`src/ita_pkg.sv`:
```
`timescale 1ns / 1ps

package ita_pkg;

  localparam int VALUE_BITS = 32;
  localparam int IN_W       = 32;
  localparam int CHAR_W     = 8;

  localparam int DEC_DIGITS = (VALUE_BITS * 1233) / 4096 + 1;
  localparam int OCT_DIGITS = (VALUE_BITS + 2) / 3;
  localparam int NUM_SLOTS  = (DEC_DIGITS > OCT_DIGITS) ? DEC_DIGITS : OCT_DIGITS;
  localparam int SLOT_BITS  = NUM_SLOTS * 4;
  localparam int REM_W      = $clog2(NUM_SLOTS + 1);
  localparam int BIT_CNT_W  = $clog2(VALUE_BITS);

  localparam logic [CHAR_W-1:0] CHAR_MINUS = 8'h2D;
  localparam logic [CHAR_W-1:0] CHAR_ZERO  = 8'h30;
  localparam logic [CHAR_W-1:0] CHAR_ALPHA = 8'h37;

  typedef enum logic [1:0] {
    ACT_CHAR = 2'd0,
    ACT_DEC  = 2'd1,
    ACT_OCT  = 2'd2,
    ACT_HEX  = 2'd3
  } act_t;

  typedef enum logic [2:0] {
    DOP_HOLD,
    DOP_CLEAR,
    DOP_OCT,
    DOP_HEX,
    DOP_DABBLE,
    DOP_SHIFT
  } dig_op_t;

  typedef enum logic [2:0] {
    ST_IDLE,
    ST_CHAR,
    ST_PREP,
    ST_SIGN,
    ST_CONV,
    ST_SKIP,
    ST_EMIT
  } state_t;

  typedef struct packed {
    logic load;
    logic negate;
    logic shift;
  } mag_ctrl_t;

  typedef struct packed {
    dig_op_t op;
  } dig_ctrl_t;

  function automatic logic [CHAR_W-1:0] digit_glyph(input logic [3:0] d);
    logic [CHAR_W-1:0] ext;
    ext = {4'b0000, d};
    if (d < 4'd10) begin
      return CHAR_ZERO + ext;
    end
    return CHAR_ALPHA + ext;
  endfunction

endpackage

```
`src/ita_mag.sv`:
```
`timescale 1ns / 1ps

module ita_mag (
  input  logic                                 clk,
  input  ita_pkg::mag_ctrl_t                   ctrl,
  input  logic [ita_pkg::IN_W-1:0]             value,
  output logic                                 sign,
  output logic [ita_pkg::VALUE_BITS-1:0]       mag
);

  localparam int VB = ita_pkg::VALUE_BITS;

  logic [63:0]   wide;
  logic [VB-1:0] opnd;
  logic [VB-1:0] neg;
  logic [VB-1:0] mag_r;
  logic [VB-1:0] mag_nxt;

  assign wide = 64'(value);
  assign opnd = wide[VB-1:0];
  assign neg  = ~opnd + {{(VB-1){1'b0}}, 1'b1};
  assign sign = opnd[VB-1];
  assign mag  = mag_r;

  always_comb begin
    mag_nxt = mag_r;
    if (ctrl.load) begin
      mag_nxt = ctrl.negate ? neg : opnd;
    end else if (ctrl.shift) begin
      mag_nxt = {mag_r[VB-2:0], 1'b0};
    end
  end

  always_ff @(posedge clk) begin
    mag_r <= mag_nxt;
  end

endmodule

```
`src/ita_digits.sv`:
```
`timescale 1ns / 1ps

module ita_digits (
  input  logic                           clk,
  input  ita_pkg::dig_ctrl_t             ctrl,
  input  logic [ita_pkg::VALUE_BITS-1:0] mag,
  output logic [3:0]                     top_digit
);

  localparam int VB = ita_pkg::VALUE_BITS;
  localparam int NS = ita_pkg::NUM_SLOTS;
  localparam int SB = ita_pkg::SLOT_BITS;

  logic [3:0]    slot_r   [NS];
  logic [3:0]    slot_nxt [NS];
  logic [3:0]    adj      [NS];
  logic [SB-1:0] ext;

  assign ext       = {{(SB-VB){1'b0}}, mag};
  assign top_digit = slot_r[NS-1];

  always_comb begin
    for (int i = 0; i < NS; i++) begin
      adj[i] = (slot_r[i] >= 4'd5) ? slot_r[i] + 4'd3 : slot_r[i];
    end
  end

  always_comb begin
    for (int i = 0; i < NS; i++) begin
      slot_nxt[i] = slot_r[i];
    end
    case (ctrl.op)
      ita_pkg::DOP_CLEAR: begin
        for (int i = 0; i < NS; i++) begin
          slot_nxt[i] = 4'd0;
        end
      end
      ita_pkg::DOP_OCT: begin
        for (int i = 0; i < NS; i++) begin
          slot_nxt[i] = {1'b0, ext[3*i +: 3]};
        end
      end
      ita_pkg::DOP_HEX: begin
        for (int i = 0; i < NS; i++) begin
          slot_nxt[i] = ext[4*i +: 4];
        end
      end
      ita_pkg::DOP_DABBLE: begin
        slot_nxt[0] = {adj[0][2:0], mag[VB-1]};
        for (int i = 1; i < NS; i++) begin
          slot_nxt[i] = {adj[i][2:0], adj[i-1][3]};
        end
      end
      ita_pkg::DOP_SHIFT: begin
        slot_nxt[0] = 4'd0;
        for (int i = 1; i < NS; i++) begin
          slot_nxt[i] = slot_r[i-1];
        end
      end
      default: begin
      end
    endcase
  end

  always_ff @(posedge clk) begin
    for (int i = 0; i < NS; i++) begin
      slot_r[i] <= slot_nxt[i];
    end
  end

endmodule

```
`src/integer_to_ascii_formatter_top.sv`:
```
`timescale 1ns / 1ps
// Character request: the value is registered and its low byte emitted, then idle.
// Octal / hex: digit slots are loaded, leading zero slots skipped, digits emitted.
// Decimal: a '-' for a negative value, then VALUE_BITS double-dabble shifts (32),
// then the leading-zero skip and the digits.
// The BCD digit register takes the magnitude bit-serially, one bit per shift.
// Reset (rst_n low, synchronous) clears the sequencer and the output valid only.

module integer_to_ascii_formatter_top (
  input  logic                         clk,
  input  logic                         rst_n,
  input  logic                         in_tvalid,
  output logic                         in_tready,
  input  logic [ita_pkg::IN_W-1:0]     in_tdata,   // [31:0] value
  input  logic [1:0]                   in_tuser,   // [1:0] action
  output logic                         out_tvalid,
  input  logic                         out_tready,
  output logic [ita_pkg::CHAR_W-1:0]   out_tdata,  // [7:0] out_char
  output logic                         out_tlast   // last
);

  localparam int VB = ita_pkg::VALUE_BITS;
  localparam int NS = ita_pkg::NUM_SLOTS;
  localparam int RW = ita_pkg::REM_W;
  localparam int CW = ita_pkg::BIT_CNT_W;

  ita_pkg::state_t    state_r, state_nxt;
  ita_pkg::act_t      kind_r, kind_nxt;
  logic               neg_r, neg_nxt;
  logic [CW-1:0]      bit_cnt_r, bit_cnt_nxt;
  logic [RW-1:0]      rem_r, rem_nxt;
  logic               out_valid_r;
  logic [7:0]         out_data_r;
  logic               out_last_r;

  ita_pkg::mag_ctrl_t mag_ctrl;
  ita_pkg::dig_ctrl_t dig_ctrl;
  logic               mag_sign;
  logic [VB-1:0]      mag;
  logic [3:0]         top_digit;
  logic               out_free;
  logic               emit;
  logic [7:0]         emit_char;
  logic               emit_last;
  logic               skip_zero;

  ita_mag u_mag (
    .clk   (clk),
    .ctrl  (mag_ctrl),
    .value (in_tdata),
    .sign  (mag_sign),
    .mag   (mag)
  );

  ita_digits u_digits (
    .clk       (clk),
    .ctrl      (dig_ctrl),
    .mag       (mag),
    .top_digit (top_digit)
  );

  assign out_free  = !out_valid_r || out_tready;
  assign skip_zero = (top_digit == 4'd0) && (rem_r != RW'(1));

  always_comb begin
    state_nxt = state_r;
    case (state_r)
      ita_pkg::ST_IDLE: begin
        if (in_tvalid) begin
          state_nxt = (ita_pkg::act_t'(in_tuser) == ita_pkg::ACT_CHAR) ?
                      ita_pkg::ST_CHAR : ita_pkg::ST_PREP;
        end
      end
      ita_pkg::ST_CHAR: begin
        if (out_free) state_nxt = ita_pkg::ST_IDLE;
      end
      ita_pkg::ST_PREP: begin
        if (kind_r == ita_pkg::ACT_DEC) begin
          state_nxt = neg_r ? ita_pkg::ST_SIGN : ita_pkg::ST_CONV;
        end else begin
          state_nxt = ita_pkg::ST_SKIP;
        end
      end
      ita_pkg::ST_SIGN: begin
        if (out_free) state_nxt = ita_pkg::ST_CONV;
      end
      ita_pkg::ST_CONV: begin
        if (bit_cnt_r == '0) state_nxt = ita_pkg::ST_SKIP;
      end
      ita_pkg::ST_SKIP: begin
        if (!skip_zero) state_nxt = ita_pkg::ST_EMIT;
      end
      ita_pkg::ST_EMIT: begin
        if (out_free && rem_r == RW'(1)) state_nxt = ita_pkg::ST_IDLE;
      end
      default: state_nxt = ita_pkg::ST_IDLE;
    endcase
  end

  always_comb begin
    in_tready       = 1'b0;
    mag_ctrl.load   = 1'b0;
    mag_ctrl.negate = 1'b0;
    mag_ctrl.shift  = 1'b0;
    dig_ctrl.op     = ita_pkg::DOP_HOLD;
    kind_nxt        = kind_r;
    neg_nxt         = neg_r;
    bit_cnt_nxt     = bit_cnt_r;
    rem_nxt         = rem_r;
    emit            = 1'b0;
    emit_char       = ita_pkg::digit_glyph(top_digit);
    emit_last       = 1'b0;
    case (state_r)
      ita_pkg::ST_IDLE: begin
        in_tready       = 1'b1;
        mag_ctrl.negate = (ita_pkg::act_t'(in_tuser) == ita_pkg::ACT_DEC) && mag_sign;
        if (in_tvalid) begin
          mag_ctrl.load = 1'b1;
          kind_nxt      = ita_pkg::act_t'(in_tuser);
          neg_nxt       = mag_ctrl.negate;
        end
      end
      ita_pkg::ST_CHAR: begin
        emit_char = mag[7:0];
        emit_last = 1'b1;
        emit      = out_free;
      end
      ita_pkg::ST_PREP: begin
        case (kind_r)
          ita_pkg::ACT_OCT: dig_ctrl.op = ita_pkg::DOP_OCT;
          ita_pkg::ACT_HEX: dig_ctrl.op = ita_pkg::DOP_HEX;
          default:          dig_ctrl.op = ita_pkg::DOP_CLEAR;
        endcase
        bit_cnt_nxt = CW'(VB - 1);
        rem_nxt     = RW'(NS);
      end
      ita_pkg::ST_SIGN: begin
        emit_char = ita_pkg::CHAR_MINUS;
        emit      = out_free;
      end
      ita_pkg::ST_CONV: begin
        dig_ctrl.op    = ita_pkg::DOP_DABBLE;
        mag_ctrl.shift = 1'b1;
        bit_cnt_nxt    = bit_cnt_r - CW'(1);
      end
      ita_pkg::ST_SKIP: begin
        if (skip_zero) begin
          dig_ctrl.op = ita_pkg::DOP_SHIFT;
          rem_nxt     = rem_r - RW'(1);
        end
      end
      ita_pkg::ST_EMIT: begin
        emit_last = (rem_r == RW'(1));
        if (out_free) begin
          emit        = 1'b1;
          dig_ctrl.op = ita_pkg::DOP_SHIFT;
          rem_nxt     = rem_r - RW'(1);
        end
      end
      default: begin
      end
    endcase
  end

  always_ff @(posedge clk) begin
    if (!rst_n) begin
      state_r     <= ita_pkg::ST_IDLE;
      out_valid_r <= 1'b0;
    end else begin
      state_r <= state_nxt;
      if (emit) begin
        out_valid_r <= 1'b1;
      end else if (out_tready) begin
        out_valid_r <= 1'b0;
      end
    end
  end

  always_ff @(posedge clk) begin
    kind_r    <= kind_nxt;
    neg_r     <= neg_nxt;
    bit_cnt_r <= bit_cnt_nxt;
    rem_r     <= rem_nxt;
    if (emit) begin
      out_data_r <= emit_char;
      out_last_r <= emit_last;
    end
  end

  assign out_tvalid = out_valid_r;
  assign out_tdata  = out_data_r;
  assign out_tlast  = out_last_r;

  a_busy_after_accept: assert property (@(posedge clk) disable iff (!rst_n)
    (in_tvalid && in_tready) |=> !in_tready)
    else $error("input taken while a request is in progress");

  a_last_ends_request: assert property (@(posedge clk) disable iff (!rst_n)
    (emit && emit_last) |=> (state_r == ita_pkg::ST_IDLE))
    else $error("request did not end after its last character");

  a_rem_nonzero: assert property (@(posedge clk) disable iff (!rst_n)
    (state_r == ita_pkg::ST_SKIP || state_r == ita_pkg::ST_EMIT) |-> (rem_r != '0))
    else $error("digit count ran out during emission");

  a_dec_digit_bcd: assert property (@(posedge clk) disable iff (!rst_n)
    (state_r == ita_pkg::ST_EMIT && kind_r == ita_pkg::ACT_DEC) |-> (top_digit <= 4'd9))
    else $error("decimal digit out of range");

endmodule
```
`config.mk`:
```
export PLATFORM = sky130hd
export DESIGN_NAME = integer_to_ascii_formatter_top
export DESIGN_NICKNAME = d
export VERILOG_FILES = /design/src/ita_pkg.sv /design/src/ita_mag.sv /design/src/ita_digits.sv /design/src/integer_to_ascii_formatter_top.sv
export SDC_FILE = /design/constraint.sdc
export NUM_CORES = 1
export LEC_CHECK = 0
export ABC_AREA = 1
export BUFFER_PORTS_ARGS = -buffer_cell sky130_fd_sc_hd__buf_2
export CORE_UTILIZATION = 25
export DETAILED_ROUTE_END_ITERATION = 8
export SYNTH_ARGS = -nofsm -noshare
export SYNTH_HDL_FRONTEND = slang
export SYNTH_SLANG_ARGS = --single-unit
```
`constraint.sdc`:
```
create_clock -name clk -period 3.55 [get_ports clk]
set_clock_uncertainty 0.05 [all_clocks]
set_input_delay 0.71 -clock clk [delete_from_list [all_inputs] [get_ports clk]]
set_output_delay 0.71 -clock clk [all_outputs]
set_load 0.1 [all_outputs]
```
==> results.md, run 1 <==
* CP Depth at 12
* Largest area contributor in the netlist: edfxtp_1
* Setup bufs post-CTS at 0
* Half-perimeter wire length after placement at 12910 µm
* Layout area overhead at 13.64%
* Headroom to the max-slew limit at 43.31%
* Die Width at 167.7 µm
* Hold Slack at 0.4956 ns
* Slew @ Worst Pin at 0.8503 ns
* IO buf count at 48
* Initial antenna violation count at 0
* Crit path launch: u_digits.slot_r[10][0]
* Hold-fix buffers at CTS at 0
* Cell area power density at 923.1 nW/µm²
* Final Hold Viols at 0
* First-pass GRT wire length at 28390 µm
* CTS clk-pin slew, worst paths at 0.07 ns
* Layout cells sized above 1 at 10.12%
* Setup crit start kind: flip-flop
* Antenna Nets Post-Route at 0
* Post-Synthesis Cells at 880
* HP Start: u_mag.mag[0]
* Syn Area/Cell at 7.796 µm²
* Detail Route met3 WL at 481 µm
* Worst min path class: reg -> reg
* Outcome: completed
* CP required at 3.71 ns
* Initial Util at 25.45%
* Final wirelength at 17180 µm
* Post-CTS Resized at 0
* Drt pass-1 iters at 5
* Congestion Overflow GR at 0
* Number of diodes at 0
* Root Buffer: clkbuf_16
* Cell family with most CP delay: simple AND/OR/NAND/NOR gates
* Worst EP arrival at 2.74 ns
* Final setup viols at 0
* TNS Setup at 0 ns
* Cell variety after synth at 37
* Die H at 167.7 µm
* Peak supply drop at 0.0003579 V
* Met1 wire length at 8497 µm
* R2R Path End: u_digits.slot_r[7][0]
* H-tree depth at 3
* Final Slew Violations at 0
* Post-synth EDFFs at 97
* Peak Freq at 387.1 MHz
* Gr usage total at 12.51%
* Gpl congestion at 0.8534
* Top sig layer: met4
* Yosys top cell area share at 42.46%
* Worst path max stage delay at 0.42 ns
* Tmin final at 2.583 ns
* Pin count of the biggest net entering global routing at 45
* CTS Sinks at 101
* TritonCTS Buffers at 9
* Main flop type after synthesis: edfxtp_1
* Final nets at 988
* RR Startpoint: u_digits.slot_r[10][0]
* Via density at 4.698
* #FFs+latches synth at 101
* Clock Tree Buf Depth at 2
* Buf+Inv Stages, Crit Path at 3
* Die footprint at 28110 µm²
* Met2 wire length at 7857 µm
* Lkg Pwr at 3.251 nW
* Post-Syn Area at 6860 µm²
* CTS tree: built
* Wirelength per Cell at 13.53 µm
* Async set or reset register ratio after synthesis at 0%
* Rows at 60
* Seq/Total Area, Yosys at 43.63%
* Routed vias at 5966
* Period utilization at 72.77%
* Syn Nets at 944
* Reg2reg setup slack at 0.97 ns
* Cells on worst reg2reg path at 12
* CP endpoint: u_digits.slot_r[7][0]
* RSZ-0062 raised after global routing: false
* Most common cell on crit path: nand2_1
* Worst skew pair latency at 0.35 ns
* Critical Path Fanout Max at 29
* IO Pins at 49
* DRC at 0
* Crit Path Category: reg -> reg
* Max Cap Violations at 0
* Detailed Route Iter0 Violations at 432
* Synth area leaders: edfxtp_1 42%, nand2_1 12%, o21ai_0 6.4%
* Synth Warn # at 0
* CP Cell Sequence: inv_1, ha_1, nand2_1, nor2_1, nand2_1, o22ai_2, inv_2, nand2_2, nor2_2, buf_4, nand2_1, nand3_1
* Core ar. at 26950 µm²
* Crit. End Element: flip-flop
* Vias in the first global route at 5608
* CP max stage cell: edfxtp_1
-- synth_stat cells, types with 6 or more instances --
cell and n:
nand2_1 224, ha_1 26, a21oi_1 45, clkbuf_1 13
o21ai_0 88, inv_1 112, nand3_1 79, o31ai_1 6
o211ai_1 16, buf_2 9, xor2_1 18, nand3b_1 23
nor2_1 70, edfxtp_1 97
-- sequential cells by signal, summed over array words and instances (netlist names) --
register	cells
u_digits.slot_r	44
u_mag.mag	32
out_tdata	8
bit_cnt_r	5
rem_r	4
state_r	3
kind_r	2
neg_r	1
out_tlast	1
out_tvalid	1
-- logic make-up after synthesis --
group	synth area share [%]
mux	0.1459
simple gates	26.52
buf+inv	8.152
xor+xnor	2.936
compound gates	13.88
flops	43.63
fa+ha+maj	4.742
-- worst min-delay path, stage by stage (launching register included) --
cell	delay [ns]
edfxtp_1	0.35
nand2_1	0.06
nand2_1	0.04
-- layer usage --
layer / track usage, % / vias up
met2: 20.38 / 113
met5: 0 / -
met3: 1.087 / 21
met1: 16.97 / 2775
li1: - / 3057
met4: 5.305 / 0
-- power by group --
group          internal [mW]  switching (mW)  leakage, nW
logic                  0.945            2.35         2.15
registers               2.31           0.587        0.948
clock network          0.568           0.442        0.150
-- how the worst min path moves through the flow --
stage                             to  slack [ns]  cells after the start
2_1_floorplan             state_r[1]        0.44                      2
3_3_place_gp   u_digits.slot_r[0][0]        0.49                      2
3_5_place_dp   u_digits.slot_r[0][0]        0.48                      2
4_1_cts        u_digits.slot_r[0][0]        0.50                      2
5_1_grt                    kind_r[0]        0.52                      1
6_report       u_digits.slot_r[0][0]        0.50                      2
-- per-stage QoR --
| stage | total power, mW | setup slack [ns] | utilization (%) | cells | cell area [µm²] |
|---|---|---|---|---|---|
| floorplan | 5.236 | 0.1224 | - | 880 | 6862 |
| global placement | 6.147 | 0.9741 | 27.81 | 1254 | 7496 |
| detailed placement | 6.208 | 0.8980 | 27.81 | 1254 | 7496 |
| CTS | 7.236 | 0.9762 | 28.93 | 1270 | 7796 |
| global route | 7.785 | 0.7125 | 28.93 | 1270 | 7796 |
| finish | 7.196 | 0.9666 | 28.93 | 1270 | 7796 |
-- cells in the final DEF, fill, tap and decap left out, types with 9 or more instances in the layout --
cell / n
a21oi_1: 45
buf_2: 48
buf_4: 9
clkbuf_16: 9
edfxtp_1: 97
ha_1: 26
inv_1: 112
nand2_1: 224
nand3_1: 79
nand3b_1: 23
nor2_1: 70
o211ai_1: 16
o21ai_0: 88
xor2_1: 18
-- area by class of cell --
type	instances	area, µm²
Fill cell	2867	19150
Multi-Input combinational cell	637	3308
Sequential cell	101	2994
Inverter	117	439.2
Tap cell	341	426.7
Timing Repair Buffer	58	327.8
Clock buffer	11	242.7
Clock inverter	5	57.56
Power figures use the tool's default switching activity.
==> run 2: changes to the inputs <==
--- a/config.mk
+++ b/config.mk
@@ -5,7 +5,7 @@
 export SDC_FILE = /design/constraint.sdc
 export NUM_CORES = 1
 export LEC_CHECK = 0
-export ABC_AREA = 1
+export ABC_AREA = 0
 export BUFFER_PORTS_ARGS = -buffer_cell sky130_fd_sc_hd__buf_2
 export CORE_UTILIZATION = 25
 export DETAILED_ROUTE_END_ITERATION = 8
==> constraint.sdc (replaced) <==
create_clock -name clk -period 2.4 [get_ports clk]
set_clock_uncertainty 0.05 [all_clocks]
set_input_delay 0.48 -clock clk [delete_from_list [all_inputs] [get_ports clk]]
set_output_delay 0.48 -clock clk [all_outputs]
set_load 0.1 [all_outputs]
==> run 2 against run 1 <==
The run now ends with negative setup slack left. Power grew 39%. Clock power grew 49%. Wire length shrank 10%. Cell count shrank 18%. Area after synthesis shrank 7.1%. First-iteration DRC count shrank 33%. Worst hold slack lost 0.19 ns. Via count shrank 15%. Global-route usage shrank 0.63 points. Die area shrank 7.0%. Largest power group unchanged. Largest cell class unchanged. Utilization grew 1.6 points. Critical path depth shrank 3.
==> results.md, run 2 <==
* Tmin final at 2.475 ns (-0.1081 ns)
* TritonCTS Buffers at 9 (unchanged)
* Main flop type after synthesis: edfxtp_1
* Worst EP arrival at 2.52 ns (-0.22 ns)
* Reg2reg setup slack at -0.08 ns (-1.04 ns)
* Clock Tree Buf Depth at 2 (unchanged)
* Synth area leaders: edfxtp_1 46%, a221o_1 5.7%, ha_1 5.1%
* Antenna Nets Post-Route at 0 (unchanged)
* Largest area contributor in the netlist: edfxtp_1
* Most common cell after layout, fill and taps aside: edfxtp_1
* #FFs+latches synth at 101 (unchanged)
* Cell variety after synth at 52 (+41%)
* Max Cap Violations at 0 (unchanged)
* First-pass GRT wire length at 24680 µm (-13%)
* Peak supply drop at 0.0007970 V (+120%)
* Async set or reset register ratio after synthesis at 0% (unchanged)
* Die H at 161.7 µm (-3.6%)
* Headroom to the max-slew limit at 42.29% (-1.0 points)
* IO Pins at 49 (unchanged)
* Met2 wire length at 7476 µm (-4.8%)
* Clk pwr share at 15.1% (+1.1 points)
* HP Start: in_tuser[1]
* Fill cells at 2669 (-6.9%)
* Routed vias at 5097 (-15%)
* Layout area overhead at 20.16%
* Rows at 58 (-3.3%)
* Most frequent cells in the layout: 97 x edfxtp_1, 73 x nand2_1, 56 x o21ai_0, 48 x buf_2, 46 x a21oi_1
* R2R Path End: u_digits.slot_r[5][0]
* IO buf count at 48 (unchanged)
* Half-perimeter wire length after placement at 11250 µm (-13%)
* CTS tree: built
* Combinational share of power at 43.0% (-2.8 points)
* Number of diodes at 0 (unchanged)
* Filler-free cell count of the finished design at 1041 (-18%)
* CP required at 2.45 ns (-1.26 ns)
* Hold depth at 1 (-1)
* Post-Syn Area at 6374 µm² (-7.1%)
* Detailed Route Iter0 Violations at 290 (-33%)
* Slew @ Worst Pin at 0.8657 ns (+0.01537 ns)
* Syn Nets at 697 (-26%)
* Layout cells sized above 1 at 18.28% (+8.2 points)
* Hold-fix buffers at CTS at 0 (unchanged)
* Initial Util at 25.38% (-0.071 points)
* H-tree depth at 3 (unchanged)
* Final Hold Viols at 0 (unchanged)
* Switching pwr at 4.320 mW (+28%)
* Register area at 2994 µm² (unchanged)
* Cells on worst reg2reg path at 9 (-3)
* Seq/Total Area, Yosys at 46.96% (+3.3 points)
* Area of the multi-input gates at 3168 µm² (-4.2%)
* Setup crit start kind: flip-flop
* Final setup viols at 28 (+28)
* Max reg flops at 44 (unchanged)
* Syn Area/Cell at 10.07 µm² (+29%)
* Wirelength per Cell at 14.79 µm (+9.4%)
* Crit. End Element: flip-flop
* Met1 wire length at 7287 µm (-14%)
* Period utilization at 103.1% (+30 points)
* Initial antenna violation count at 0 (unchanged)
* CTS clk-pin slew, worst paths at 0.07 ns (about the same)
* Yosys top cell area share at 45.70% (+3.2 points)
* Biggest register: u_digits.slot_r
* Final nets at 770 (-22%)
* Outcome: finished with violations
* Pin count of the biggest net entering global routing at 61 (+36%)
* Top sig layer: met4
* Die Width at 161.7 µm (-3.6%)
* Cell with the most instances after synthesis: edfxtp_1
* Crit Path Category: reg -> reg
* Drt pass-1 iters at 5 (unchanged)
* Worst min path class: in -> reg
* Gpl congestion at 0.7824 (-8.3%)
* Cell area power density at 1302 nW/µm² (+41%)
* Lkg Pwr at 2.834 nW (-13%)
* Root Buffer: clkbuf_16
* Post-Synthesis Cells at 633 (-28%)
* Placed Cells at 1021 (-19%)
* Final wirelength at 15400 µm (-10%)
* Detail Route met3 WL at 537 µm (+12%)
* Gr usage total at 11.89% (-0.63 points)
* Sequential power share at 42.0% (+1.8 points)
* Setup WS post-layout at -0.07524 ns (-1.042 ns)
* DRC at 0 (unchanged)
* Core ar. at 25110 µm² (-6.8%)
* Hold EP: kind_r[1]
* Synth Warn # at 0 (unchanged)
* Hold Slack at 0.3077 ns (-0.1879 ns)
* Critical Path Fanout Max at 15 (-48%)
* Synth cell count leaders: 97 x edfxtp_1, 75 x nand2_1, 56 x o21ai_0, 46 x a21oi_1, 36 x a221o_1
* Post-layout power at 9.969 mW (+39%)
* CTS Sinks at 101 (unchanged)
* Die footprint at 26140 µm² (-7.0%)
* Layout Utilization at 30.50% (+1.6 points)
* Worst skew pair latency at 0.35 ns (about the same)
* Via density at 4.896 (+4.2%)
* Final Slew Violations at 0 (unchanged)
* Peak Freq at 404.0 MHz (+4.4%)
* Post-synth EDFFs at 97 (unchanged)
* Pint at 5.650 mW (+48%)
* Sw Share at 43.33% (-3.6 points)
* Failing checks: negative setup slack
* Congestion Overflow GR at 0 (unchanged)
* RR Startpoint: rem_r[1]
* Vias in the first global route at 4795 (-14%)
* RSZ-0062 raised after global routing: true
run 2: changes by cell type in the layout (fill, tap and decap cells not counted), moves of 20 or more:
cell and delta:
nand2_1 -151, inv_1 -78, nand3_1 -74, nor2_1 -37, a221o_1 +36, o21ai_0 -32, buf_4 +30, nand3b_1 -21
xnor2_1 +20
run 2: critical path: stages, from the launching register on:
cell and delay [ns]:
edfxtp_1 0.41, inv_2 0.08, ha_1 0.12, or3b_4 0.38
and3_4 0.16, o21bai_4 0.18, buf_6 0.14, o21a_4 0.23
buf_12 0.16, a221o_1 0.31
run 2: routing by layer:
layer	GRT usage [%]	up-vias
met3	2.017	7
met1	15.84	2433
met5	0	-
met2	19.81	130
met4	3.259	0
li1	-	2527
run 2: timing repair:
| action | in CTS | in global routing |
|---|---|---|
| gates cloned | 1 | 0 |
| setup buffers | 1 | 2 |
| setup endpoints to repair | 35 | 78 |
| gates resized for setup | 12 | 2 |
| pin swaps | 0 | 0 |
run 2: worst max-delay path by stage:
| stage | from | to | slack, ns |
|---|---|---|---|
| 2_1_floorplan | state_r[0] | u_mag.mag[0] | -0.06 |
| 3_3_place_gp | rem_r[1] | u_digits.slot_r[4][1] | -0.11 |
| 3_5_place_dp | rem_r[1] | u_digits.slot_r[5][0] | -0.14 |
| 4_1_cts | rem_r[1] | u_digits.slot_r[5][0] | -0.05 |
| 5_1_grt | rem_r[1] | u_digits.slot_r[6][3] | -0.14 |
| 6_report | rem_r[1] | u_digits.slot_r[5][0] | -0.08 |
run 2: power groups by stage:
stage / combinational [mW] / clock (mW) / sequential, mW
2_1_floorplan: 2.89 / 0 / 4.17
3_3_place_gp: 4.15 / 0 / 4.21
3_5_place_dp: 4.22 / 0 / 4.20
4_1_cts: 4.29 / 1.53 / 4.17
5_1_grt: 4.75 / 1.60 / 4.28
6_report: 4.28 / 1.50 / 4.18
run 2: cell type report:
cell class	instances	area share (%)
repair buffers	93	8.397
flip-flops and latches	101	39.09
multi-input cells	466	41.37
clock buffers	9	2.941
clock inverters	7	1.095
inverters	35	1.715
well taps	330	5.391
run 2: logic make-up (layout without fill, tap and decap cells):
group / count (synthesis) / after routing / share of synthesized area (%)
buffers and inverters: 66 / 144 / 4.162
muxes: 8 / 8 / 1.256
AOI/OAI and AO/OA: 196 / 196 / 21.38
DFF: 101 / 101 / 46.96
xor gates and xnor gates: 46 / 46 / 6.321
and+or+nand+nor: 190 / 190 / 14.82
adders and majority gates: 26 / 26 / 5.104
run 2: per-stage QoR:
step | cell area (µm²) | setup TNS (ns) | worst slack (ns)
floorplan | 6410 | -1.829 | -0.05714
finish | 7659 | -1.440 | -0.07524
global route | 7659 | -3.510 | -0.1365
detailed placement | 7251 | -2.979 | -0.1396
CTS | 7639 | -0.7772 | -0.05400
global placement | 7251 | -2.281 | -0.1080
